==> config.mk <==
export PLATFORM = sky130hd
export DESIGN_NAME = aggt_ram
export DESIGN_NICKNAME = d
export VERILOG_FILES = /design/src/aggt_ram.sv
export SDC_FILE = /design/constraint.sdc
export NUM_CORES = 1
export LEC_CHECK = 0
export CELL_PAD_IN_SITES_DETAIL_PLACEMENT = 1
export CELL_PAD_IN_SITES_GLOBAL_PLACEMENT = 2
export CORE_ASPECT_RATIO = 1.5
export CORE_UTILIZATION = 40
export CTS_BUF_LIST = sky130_fd_sc_hd__clkbuf_8 sky130_fd_sc_hd__clkbuf_16
export DETAILED_ROUTE_END_ITERATION = 10
export DONT_BUFFER_PORTS = 1
export PLACE_DENSITY = 0.76
export SYNTH_ARGS = -nofsm -noshare
export SYNTH_HDL_FRONTEND = slang
export SYNTH_SLANG_ARGS = --single-unit
==> constraint.sdc <==
create_clock -name clk_i -period 4.05 [get_ports clk_i]
set_input_delay 0.6075 -clock clk_i [delete_from_list [all_inputs] [get_ports clk_i]]
set_output_delay 0.6075 -clock clk_i [all_outputs]
set_load 0.01 [all_outputs]
==> src/aggt_ram.sv <==
module aggt_ram #(
  parameter int Width = 8,
  parameter int Depth = 16
) (
  input  logic                     clk_i,
  input  logic                     we_i,
  input  logic [$clog2(Depth)-1:0] waddr_i,
  input  logic [Width-1:0]         wdata_i,
  input  logic                     re_i,
  input  logic [$clog2(Depth)-1:0] raddr_i,
  output logic [Width-1:0]         rdata_o
);

  logic [Width-1:0] mem_q [Depth];
  logic [Width-1:0] rdata_q;

  always_ff @(posedge clk_i) begin
    if (we_i) begin
      mem_q[waddr_i] <= wdata_i;
    end
    if (re_i) begin
      rdata_q <= mem_q[raddr_i];
    end
  end

  assign rdata_o = rdata_q;

endmodule

==> impl_metrics.py <==
metrics = {
    "drt": {
        "wl_per_cell_um": 26.1,
        "drt_first_iter_violations": 150,
        "drt-pass1-iter-count": 4,
        "wirelength_um": 10600,
        "route.detailed.drc": 0,
        "via_per_inst": 5.64,
        "ant_nets": 0,
        "vias": 2289,
    },
    "sta": {
        "tns_ns": 0,
        "skew_ns": 0.0104,
        "fin_crit_ns": 1.96,
        "fin_crit_sh": 0.484,
        "fin_ws_ns": 2.09,
        "drv_slew": 0,
        "max_slew_margin": 0.178,
        "worst_pin_slew_ns": 1.22,
        "rsz0062_at_grt": "false",
        "fmax_ghz": 0.510,
        "finalHoldViolations": 0,
        "setup_viol": 0,
    },
    "clocking": {
        "htree_levels": 4,
        "hold_buffers": 0,
        "numCtsBuffers": 17,
        "cts.reportedPaths.clkPinSlew_ns": 0.06,
        "root_buffer": "clkbuf_16",
        "ctsResizeCount": 0,
        "clkLatencyLatePin_ns": 0.41,
        "tritoncts": "done",
        "cts_sinks": 136,
        "post_cts_buffers": 0,
        "clockBufferDepth": 2,
    },
    "layout": {
        "syn_to_final_growth_pct": 11.5,
        "drive_above_1_share": 0.172,
        "fin_util": 0.461,
        "final_cell_area_um2": 5830,
        "fin_nets": 259,
        "fillers": 1154,
        "num_antenna_cells": 0,
        "final_common_cell": "edfxtp_1",
        "instances_no_fill": 406,
        "final_cell_mix": "edfxtp_1 (136), mux4_2 (18), clkbuf_16 (17), a22oi_1 (16), mux4_1 (14)",
    },
    "power": {
        "p_sw_frac": 0.192,
        "ir_drop_mv": 0.296,
        "pwr-share-seq": 0.543,
        "power_density_nw_per_um2": 505,
        "p_int_mw": 2.38,
        "clockPowerShare": 0.428,
        "p_switching_mw": 0.566,
        "p_leak_nw": 1.88,
        "combPwrFrac": 0.029,
    },
    "synthesis": {
        "synth_top_area_share": 0.781,
        "syn-num-nets": 248,
        "syn_inst": 229,
        "netlist_area_um2": 5230,
        "synth_seq_area_share": 0.781,
        "syn_avg_cell_area_um2": 22.8,
        "synth_warnings": 0,
        "ys_ff_latch": 136,
        "synth.distinct_cells": 18,
        "synth_area_leader_cell": "edfxtp_1",
        "synth_area_leaders": "edfxtp_1 (78%), mux4_2 (7.8%), mux4_1 (7.0%)",
    },
    "worst_setup_path": {
        "max_stage_delay_ns": 0.87,
        "rrSetupSlack_ns": 2.45,
        "crit_chain": "or3b_2 -> nor3_1",
        "crit_family": "simple AND/OR/NAND/NOR gates",
        "worstPathRequired_ns": 4.07,
        "worstPathArrival_ns": 1.98,
        "critical_path_class": "in -> reg",
        "crit_fanout": 8,
        "critPathSlowestCell": "nor3_1",
        "crit_path_end_kind": "flip-flop",
        "cp-start-kind": "input port",
        "path_buf_inv": 0,
    },
    "placement": {
        "routabilityCongestion": 0.747,
        "preCtsSetupSlack_ns": 1.66,
        "placed_area_um2": 5350,
        "portBuffers": 0,
        "dp_cells": 377,
        "place_hpwl_um": 7030,
    },
    "die": {
        "die-area_um2": 13500,
        "dieHeight_um": 142,
        "rows": 50,
        "design.core.area_um2": 12600,
        "ios": 27,
        "floorplan.initialDensity": 0.414,
        "die_x_um": 95.3,
    },
    "grt": {
        "overflow": 0,
        "grt_pass1_wl_um": 15500,
        "grtUsageTotal": 0.173,
        "grt_pass1_vias": 2419,
        "antenna_found_initial": 0,
        "grt_max_degree": 33,
    },
    "worst_hold_path": {
        "min_path_type": "in -> reg",
    },
    "flow_run": {
        "drv_cap": 0,
    },
    "outcome": {
        "status": "finished clean",
    },
}
[cell families after synthesis]
kind of cell,synth area share
flops,0.781
compound gates,0.0230
simple gates,0.0314
mux,0.148
buf+inv,0.0165
[state kept, by name (all words and copies together), names as in the netlist]
| name | cells |
|---|---|
| rdata_o | 8 |
| mem_q | 128 |
[metrics by stage]
step	hold WS, ns	power, mW
floorplan	0.705	1.70
detailed placement	0.707	1.72
global placement	0.707	1.71
finish	0.297	2.95
CTS	0.280	2.96
global route	0.278	3.02
[routing by layer]
metal,GRT usage,vias to the layer above,share of wire,routed length [um]
li1,-,998,-,-
met1,0.192,1215,0.38,3990
met2,0.309,56,0.56,5970
met3,0.0443,20,0.033,354
met4,0.0734,0,0.028,302
met5,0,-,0,0
[synth_stat cells]
cell type	count
nor2_1	13
and2b_1	1
nor2b_1	1
and2_1	1
nand3_1	1
nand2_1	9
nand2b_1	2
edfxtp_1	136
buf_2	3
mux4_2	18
clkdlybuf4s25_2	3
a22oi_1	16
nand3b_1	2
buf_6	3
nor3_1	4
or3b_2	1
mux4_1	14
buf_4	1
[power groups by stage]
stage	logic, mW	clock network [mW]	registers [mW]
floorplan	0.0800	0	1.62
global placement	0.0848	0	1.63
detailed placement	0.0869	0	1.63
CTS	0.0870	1.28	1.60
global route	0.0910	1.33	1.60
finish	0.0851	1.26	1.60
[final timing paths]
path                                    from      endpoint  cells past startpoint
worst max-delay path              waddr_i[2]   mem_q[0][4]                      2
worst max register to register   mem_q[0][3]    rdata_o[3]                      3
worst min-delay path              wdata_i[5]  mem_q[13][5]                      0
worst min register to register  mem_q[12][0]    rdata_o[0]                      3
[cell type report]
type / count / area, um2 / area share
well taps: 156 / 195 / 0.0335
multi-input cells: 83 / 1060 / 0.181
clock inverters: 12 / 51.3 / 0.00880
repair buffers: 2 / 15.0 / 0.00258
flip-flops and latches: 136 / 4080 / 0.701
clock buffers: 17 / 425 / 0.0730
No activity file was read; power rests on OpenSTA's default activity.
