### src/aggt_pkg.sv
package aggt_pkg;

  localparam int MaxLen    = 256;
  localparam int Alphabet  = 32;
  localparam int ScoreBits = 24;

  localparam int LenW      = $clog2(MaxLen + 1);
  localparam int IdxW      = $clog2(MaxLen);
  localparam int ColDepth  = MaxLen + 1;
  localparam int MoveDepth = MaxLen * MaxLen;
  localparam int PairDepth = 2 * MaxLen;
  localparam int PairIdxW  = $clog2(PairDepth);
  localparam int PairW     = $clog2(PairDepth + 1);
  localparam int SymW      = $clog2(Alphabet);
  localparam int TabDepth  = Alphabet * Alphabet;
  localparam int PackW     = 2 * SymW + 2;
  localparam int WideW     = ScoreBits + 2;

  // input kinds
  localparam logic [2:0] KindLoad   = 3'd0;
  localparam logic [2:0] KindAppA   = 3'd1;
  localparam logic [2:0] KindAppB   = 3'd2;
  localparam logic [2:0] KindAlign  = 3'd3;
  localparam logic [2:0] KindFetch  = 3'd4;
  localparam logic [2:0] KindClear  = 3'd5;

  // result status
  localparam logic [1:0] StatOk     = 2'd0;
  localparam logic [1:0] StatDrop   = 2'd1;
  localparam logic [1:0] StatNone   = 2'd2;

  // traceback moves
  localparam logic [1:0] MvDiag     = 2'd0;
  localparam logic [1:0] MvAgap     = 2'd1;
  localparam logic [1:0] MvBgap     = 2'd2;

  // configuration register indexes
  localparam logic CfgOpen          = 1'b0;
  localparam logic CfgExt           = 1'b1;

  typedef logic signed [ScoreBits-1:0] score_t;

  typedef struct packed {
    logic [2:0]        kind;
    logic [4:0]        symbol;
    logic [4:0]        table_row;
    logic [4:0]        table_col;
    logic signed [7:0] table_score;
  } in_item_t;

  typedef struct packed {
    logic [1:0]         status;
    logic signed [23:0] score;
    logic [9:0]         pair_total;
    logic [4:0]         a_symbol;
    logic               a_gap;
    logic [4:0]         b_symbol;
    logic               b_gap;
    logic               last_pair;
  } out_item_t;

  typedef struct packed {
    score_t            mup;
    score_t            ia_up;
    score_t            best;
    score_t            vgap;
    score_t            diag;
    logic signed [7:0] subst;
    logic [7:0]        gap_open;
    logic [7:0]        gap_ext;
  } cell_in_t;

  typedef struct packed {
    score_t     m;
    score_t     g;
    score_t     h;
    logic [1:0] mv;
  } cell_out_t;

  function automatic score_t sat_wide(input logic signed [WideW-1:0] v);
    logic signed [WideW-1:0] hi;
    logic signed [WideW-1:0] lo;
    hi = WideW'((64'sd1 <<< (ScoreBits - 1)) - 64'sd1);
    lo = -hi - WideW'(1);
    if (v > hi) return hi[ScoreBits-1:0];
    if (v < lo) return lo[ScoreBits-1:0];
    return v[ScoreBits-1:0];
  endfunction

  function automatic score_t sat_sub(input score_t a, input logic [7:0] b);
    logic signed [WideW-1:0] t;
    t = WideW'(a) - $signed({{(WideW-8){1'b0}}, b});
    return sat_wide(t);
  endfunction

  function automatic score_t sat_add(input score_t a, input logic signed [7:0] b);
    logic signed [WideW-1:0] t;
    t = WideW'(a) + WideW'(b);
    return sat_wide(t);
  endfunction

endpackage

### src/aggt_cell.sv
module aggt_cell (
  input  aggt_pkg::cell_in_t  cell_i,
  output aggt_pkg::cell_out_t cell_o
);

  aggt_pkg::score_t a1, a2, b1, b2, g, h, f;

  always_comb begin
    a1 = aggt_pkg::sat_sub(cell_i.mup, cell_i.gap_open);
    a2 = aggt_pkg::sat_sub(cell_i.ia_up, cell_i.gap_ext);
    g  = (a1 >= a2) ? a1 : a2;
    b1 = aggt_pkg::sat_sub(cell_i.best, cell_i.gap_open);
    b2 = aggt_pkg::sat_sub(cell_i.vgap, cell_i.gap_ext);
    h  = (b1 >= b2) ? b1 : b2;
    f  = aggt_pkg::sat_add(cell_i.diag, cell_i.subst);
    cell_o.g = g;
    cell_o.h = h;
    // diagonal wins ties, then the B-gap move
    if (f >= g && f >= h) begin
      cell_o.m  = f;
      cell_o.mv = aggt_pkg::MvDiag;
    end else if (g > h) begin
      cell_o.m  = g;
      cell_o.mv = aggt_pkg::MvAgap;
    end else begin
      cell_o.m  = h;
      cell_o.mv = aggt_pkg::MvBgap;
    end
  end

endmodule

### config.mk
export PLATFORM = sky130hd
export DESIGN_NAME = aggt_cell
export DESIGN_NICKNAME = d
export VERILOG_FILES = /design/src/aggt_pkg.sv /design/src/aggt_cell.sv
export SDC_FILE = /design/constraint.sdc
export NUM_CORES = 1
export LEC_CHECK = 0
export BUFFER_PORTS_ARGS = -buffer_cell sky130_fd_sc_hd__buf_4
export CORE_ASPECT_RATIO = 2
export CORE_MARGIN = 4
export CORE_UTILIZATION = 60
export DETAILED_ROUTE_END_ITERATION = 7
export PLACE_DENSITY = 0.84
export SLEW_MARGIN = 20
export SYNTH_ARGS = -nofsm -noshare
export SYNTH_HDL_FRONTEND = slang
export SYNTH_SLANG_ARGS = --single-unit
### constraint.sdc
create_clock -name vclk -period 14.7
set_input_delay 1.47 -clock vclk [all_inputs]
set_output_delay 1.47 -clock vclk [all_outputs]
set_load 0.05 [all_outputs]
==> results of run 1 <==
## synth_stat cells (23+ instances only)
master,n,area share
a21o_1,33,0.028
a21oi_1,102,0.057
clkbuf_1,23,0.0097
ha_1,175,0.25
inv_1,107,0.045
nand2_1,126,0.053
nand3_1,26,0.015
nand4_1,25,0.018
nor2_1,149,0.063
nor3_1,42,0.024
o21a_1,27,0.023
o21ai_0,100,0.056
xnor2_1,46,0.045
xor2_1,35,0.035
## cells in the final DEF, fill, tap and decap left out, drive strengths merged, types with 9 or more instances in the layout
master / count
ha: 175
and2: 13
o211ai: 11
o21a: 27
nor2: 150
inv: 108
mux2i: 10
and3: 9
a31oi: 11
mux2: 9
or3: 19
a211oi: 18
buf: 232
xor2: 36
nand2b: 16
nor2b: 17
nand2: 126
a211o: 9
nor3: 44
o21ai: 103
a21oi: 102
o21bai: 9
nand4: 25
a21o: 33
xnor2: 46
nor4: 21
nand3: 27
## through the flow
stage,setup slack (ns),total power [W],utilization
floorplan,2.43,0.000831,-
global placement,2.31,0.00120,0.743
detailed placement,2.18,0.00122,0.743
CTS,2.09,0.00122,0.743
global route,1.27,0.00133,0.744
finish,1.75,0.00126,0.744
## cell type report
class              instances  area [sq um]  area share
diodes                     1          2.50    0.000233
inverters                108           405      0.0377
multi-input cells       1188          8340       0.777
well taps                192           240      0.0224
repair buffers           233          1750       0.163
## worst paths after layout
path,cells past startpoint,to,start
max,37,cell_o[59],cell_i[15]
min,5,cell_o[50],cell_i[24]
## metal layers
layer,GRT usage,vias up
li1,-,5296
met2,0.767,741
met5,0,-
met3,0.113,312
met4,0.421,0
met1,0.400,5187
## logic make-up (layout without fill, tap and decap cells)
logic type,after synthesis,after routing,synth area share
multiplexers,19,19,0.0231
other,0,1,0
buffers and inverters,141,341,0.0623
XOR/XNOR,82,82,0.0817
AO/OA/AOI/OAI,401,401,0.295
AND/OR/NAND/NOR,502,502,0.276
adder cells (fa/ha/maj),184,184,0.262
## worst max-delay path, delay by kind of cell
family	cells	cell delay (ns)
buffers and inverters	7	1.20
adder cells (fa/ha/maj)	3	0.85
AO/OA/AOI/OAI	16	3.89
multiplexers	1	0.24
AND/OR/NAND/NOR	10	3.80
## power by group through the flow
stage	clock network (W)	registers, W	logic [W]
5_1_grt	0.00000000000913	0	0.00133
4_1_cts	0	0	0.00122
2_1_floorplan	0	0	0.000831
3_5_place_dp	0	0	0.00122
6_report	0.00000000000915	0	0.00126
3_3_place_gp	0	0	0.00120
==> reports/qor.log, run 1 <==
[floorplan] die footprint 0.0169 sq mm
[drt] detail-routed net length per standard cell 22.7 um
[worst_setup_path] slowest cell on the critical path and2_1
[min_path] path class of the lowest-slack min-delay path primary input to primary output
[place] Area after DPL 0.0107 sq mm
[drt] Avg Vias per Cell 6.70
[power] Internal Pwr Total 0.000409 W
[floorplan] starting density of the core 0.615
[global_route] global-route wire length before repair 59100 um
[final_layout] FF+latch count 0
[floorplan] floorplan die width 94.0 um
[timing] worst-margin pin slew 1.01 ns
[timing] final cycle utilization of the critical path 0.881
[drt] length of routed met2 wiring 18700 um
[drt] total via count in the routed design 11536
[final_layout] area added between synthesis and finish 21.0%
[drt] violation count after the first detailed-route iteration 1099
[power] relative contribution of sequential cells to total power 0
[timing] setup repair after global routing missed its margin false
[drt] remaining routing DRC violations 0
[drt] met1 WL 11900 um
[floorplan] Ports 218
[synth] mean area per synthesized cell 6.68 sq um
[final_layout] Clock buffer cells 0
[place] placed instance count 1720
[final_layout] count of placed standard cells in the final layout, fillers left out 1722
[worst_setup_path] type of origin of the critical path primary input
[floorplan] vertical die dimension 180 um
[place] RD Place Congestion 1.18
[timing] post-route worst hold slack 3.64 ns
[power] Power Density 118 mW/mm^2
[synth] Post-Synthesis Cell Area 0.00888 sq mm
[power] share of power burned in combinational logic 1.000
[floorplan] core region area 0.0144 sq mm
[worst_setup_path] critical path start-end classification primary input to primary output
[synth] number of distinct library cell variants in the gate-level netlist after synthesis 86
[final_layout] layout net count 1855
[drt] uppermost metal layer occupied by signal nets met4
[global_route] overall overflow remaining after global route 0
[timing] Hold Vio Cnt, Final 0
[outcome] result of the run completed
[final_layout] Filler Cells Inserted 1309
[place] number of I/O port buffers 218
[power] switching power as a share of total power 0.676
[global_route] maximum number of pins on one net before global-route repair 32
[timing] pins over their slew limit 0
[timing] tightest slew margin relative to the limit 0.327
[clock_tree] number of instances resized during post-cts repair 0
[worst_setup_path] CP peak stage delay 0.86 ns
[drt] amount of wire on met3 after detailed routing 3410 um
[worst_setup_path] Critical Path Sink Type primary output
[drt] routed wire length 39100 um
[final_layout] Final Instance Area 0.0107 sq mm
[worst_setup_path] biggest fanout along the worst timing path 31
[power] clock share of power 0
[drt] post-detailed-route count of antenna-violating nets 0
[final_layout] Register Area 0 sq um
[global_route] antenna violations before repair 1
[synth] cells after synthesis 1329
[power] net switching power 0.000854 W
[timing] min cycle time layout 12.95 ns
[power] worst ir drop on vdd 0.206 mV
[floorplan] row count 62
[global_route] via count of the first global-routing pass 11625
[global_route] overall routing resource usage 0.443
[clock_tree] CTS Hold Buffers Added 0
[clock_tree] post-CTS setup-driven buffer insertion count 0
[synth] count of yosys warnings during synthesis 0
[timing] number of endpoints failing setup at the final stage 0
[job] MaxCap Viol Count 0
[timing] setup TNS 0 ns
[final_layout] fraction of final layout cells sized beyond drive strength 1 0.177
[place] post-detailed-placement half-perimeter wirelength 32800 um
[timing] maximum clock frequency 0.0772 GHz
[power] leakage component of the power 5.31 nW
[worst_setup_path] Crit path required time 13.23 ns
[drt] number of search-and-repair iterations in the first detailed-routing pass 6
[synth] Syn Nets 1653
[synth] sequential cell area fraction in the yosys report 0
[worst_setup_path] crit path DAT 11.48 ns
No activity file was read; power rests on OpenSTA's default activity.
==> run 2: changes to the inputs <==
- CORE_UTILIZATION: 60 -> 58
- PLACE_DENSITY: 0.84 -> 0.82
- clock period: 14.7 -> 12.1 ns (I/O delays scaled with it)
==> run 2 against run 1 <==
Die area grew 3.2%. Critical endpoint is now cell_o[56]. Sequential cell count stayed put. Sequential share of layout area unchanged. First-iteration DRC count fell by 32%. Largest power group unchanged. Cell count is 1.2% higher.
==> reports/qor.log, run 2 (synthesis gave the netlist of run 1 again) <==
[floorplan] starting density of the core 0.596 [-0.0194]
[final_layout] Clock buffer cells 0 [unchanged]
[power] worst ir drop on vdd 0.254 mV [+24%]
[final_layout] Filler Cells Inserted 1320 [+0.84%]
[worst_setup_path] crit path DAT 10.14 ns [-1.34 ns]
[timing] maximum clock frequency 0.0881 GHz
[drt] remaining routing DRC violations 0 [unchanged]
[drt] detail-routed net length per standard cell 22.8 um [+0.51%]
[floorplan] floorplan die width 95.5 um [+1.6%]
[final_layout] layout net count 1873 [+0.97%]
[final_layout] Ant. Diodes 0 [-1]
[final_layout] area added between synthesis and finish 22.6%
[final_layout] FF+latch count 0 [unchanged]
[floorplan] die footprint 0.0175 sq mm [+3.2%]
[global_route] global-route wire length before repair 59400 um [+0.38%]
[drt] Avg Vias per Cell 6.68 [-0.25%]
[drt] post-detailed-route count of antenna-violating nets 0 [unchanged]
[timing] setup TNS 0 ns [unchanged]
[timing] setup slack after layout 0.751 ns [-1.00 ns]
[worst_setup_path] most frequent cell on the critical path inv_1
[power] Power Density 142 mW/mm^2 [+21%]
[worst_setup_path] Crit path required time 10.89 ns [-2.34 ns]
[worst_setup_path] Critical Path Sink Type primary output
[place] RD Place Congestion 1.10 [-6.6%]
[drt] total via count in the routed design 11641 [+0.91%]
[timing] final cycle utilization of the critical path 0.938
[drt] routed wire length 39700 um [+1.7%]
[worst_setup_path] biggest fanout along the worst timing path 14 [-55%]
[worst_setup_path] cell type group with the largest total delay on the critical path compound AO/OA/AOI/OAI gates
[place] worst slack after detailed placement 0.798 ns [-1.38 ns]
[global_route] via count of the first global-routing pass 11631 [+0.052%]
[floorplan] Ports 218 [unchanged]
[final_layout] fraction of final layout cells sized beyond drive strength 1 0.186 [+0.00958]
[final_layout] commonest cells after routing, fill and taps aside buf_4 (251), ha_1 (175), nor2_1 (149)
[global_route] maximum number of pins on one net before global-route repair 20 [-38%]
[worst_setup_path] CP peak stage delay 0.67 ns [-0.19 ns]
[timing] worst-margin pin slew 0.950 ns [-0.0598 ns]
[timing] min cycle time layout 11.35 ns
[final_layout] Register Area 0 sq um [unchanged]
[outcome] result of the run completed
[global_route] overall routing resource usage 0.438 [-0.00441]
[timing] pins over their slew limit 0 [unchanged]
[power] leakage component of the power 5.40 nW [+1.7%]
[timing] tightest slew margin relative to the limit 0.364 [+0.0375]
[global_route] overall overflow remaining after global route 0 [unchanged]
[min_path] path class of the lowest-slack min-delay path primary input to primary output
[final_layout] area of combinational cells with multiple inputs 0.00835 sq mm [about the same]
[timing] Hold Vio Cnt, Final 0 [unchanged]
[timing] number of endpoints failing setup at the final stage 0 [unchanged]
[worst_setup_path] type of origin of the critical path primary input
[timing] setup repair after global routing missed its margin false
[worst_setup_path] slowest cell on the critical path or4b_1
[floorplan] vertical die dimension 183 um [+1.6%]
[worst_setup_path] number of buffers and inverters on the critical path 8 [+1]
[place] number of I/O port buffers 218 [unchanged]
[place] post-detailed-placement half-perimeter wirelength 33700 um [+2.8%]
[worst_setup_path] critical path start-end classification primary input to primary output
[global_route] antenna violations before repair 1 [unchanged]
[drt] number of search-and-repair iterations in the first detailed-routing pass 6 [unchanged]
[job] MaxCap Viol Count 0 [unchanged]
[floorplan] core region area 0.0149 sq mm [+3.3%]
[drt] violation count after the first detailed-route iteration 748 [-32%]
[final_layout] most common cell after layout, fill and taps aside buf_4
[floorplan] row count 63 [+1.6%]
## run 2: metrics by stage
| stage | cells | util | power [W] | area, sq um | hold slack (ns) |
|---|---|---|---|---|---|
| floorplan | 1329 | - | 0.00101 | 8880 | 2.86 |
| global placement | 1742 | 0.730 | 0.00148 | 10900 | 3.12 |
| detailed placement | 1742 | 0.730 | 0.00149 | 10900 | 3.12 |
| CTS | 1742 | 0.730 | 0.00150 | 10900 | 3.12 |
| global route | 1742 | 0.731 | 0.00162 | 10900 | 3.15 |
| finish | 1742 | 0.731 | 0.00154 | 10900 | 3.14 |
## run 2: path summary, 6_finish.rpt
check / to / from / cells after the start / slack (ns)
max: cell_o[56] / cell_i[15] / 35 / 0.75
min: cell_o[15] / cell_i[61] / 5 / 3.14
## run 2: where the power goes
group          internal, W  total, W  switching [W]
clock network            0         0              0
logic             0.000507   0.00154        0.00104
registers                0         0              0
total             0.000507   0.00154        0.00104
## run 2: layer usage
metal  vias to the layer above  share of wire  global-route usage
met3                       316          0.085              0.0891
met5                         -        0.00023                   0
met2                       728           0.48               0.776
met4                         2           0.13               0.429
met1                      5267           0.30               0.392
li1                       5328              -                   -
## run 2: what timing repair did
action / in CTS / in global routing
endpoints found under the setup margin: 0 / 9
gates resized for setup: 0 / 1
hold buffers: 0 / 0
buffers inserted: 0 / 0
## run 2: area by class of cell
type / count / share of cell area
Multi-Input combinational cell: 1188 / 0.767
Timing Repair Buffer: 251 / 0.173
Inverter: 108 / 0.0372
Tap cell: 195 / 0.0224
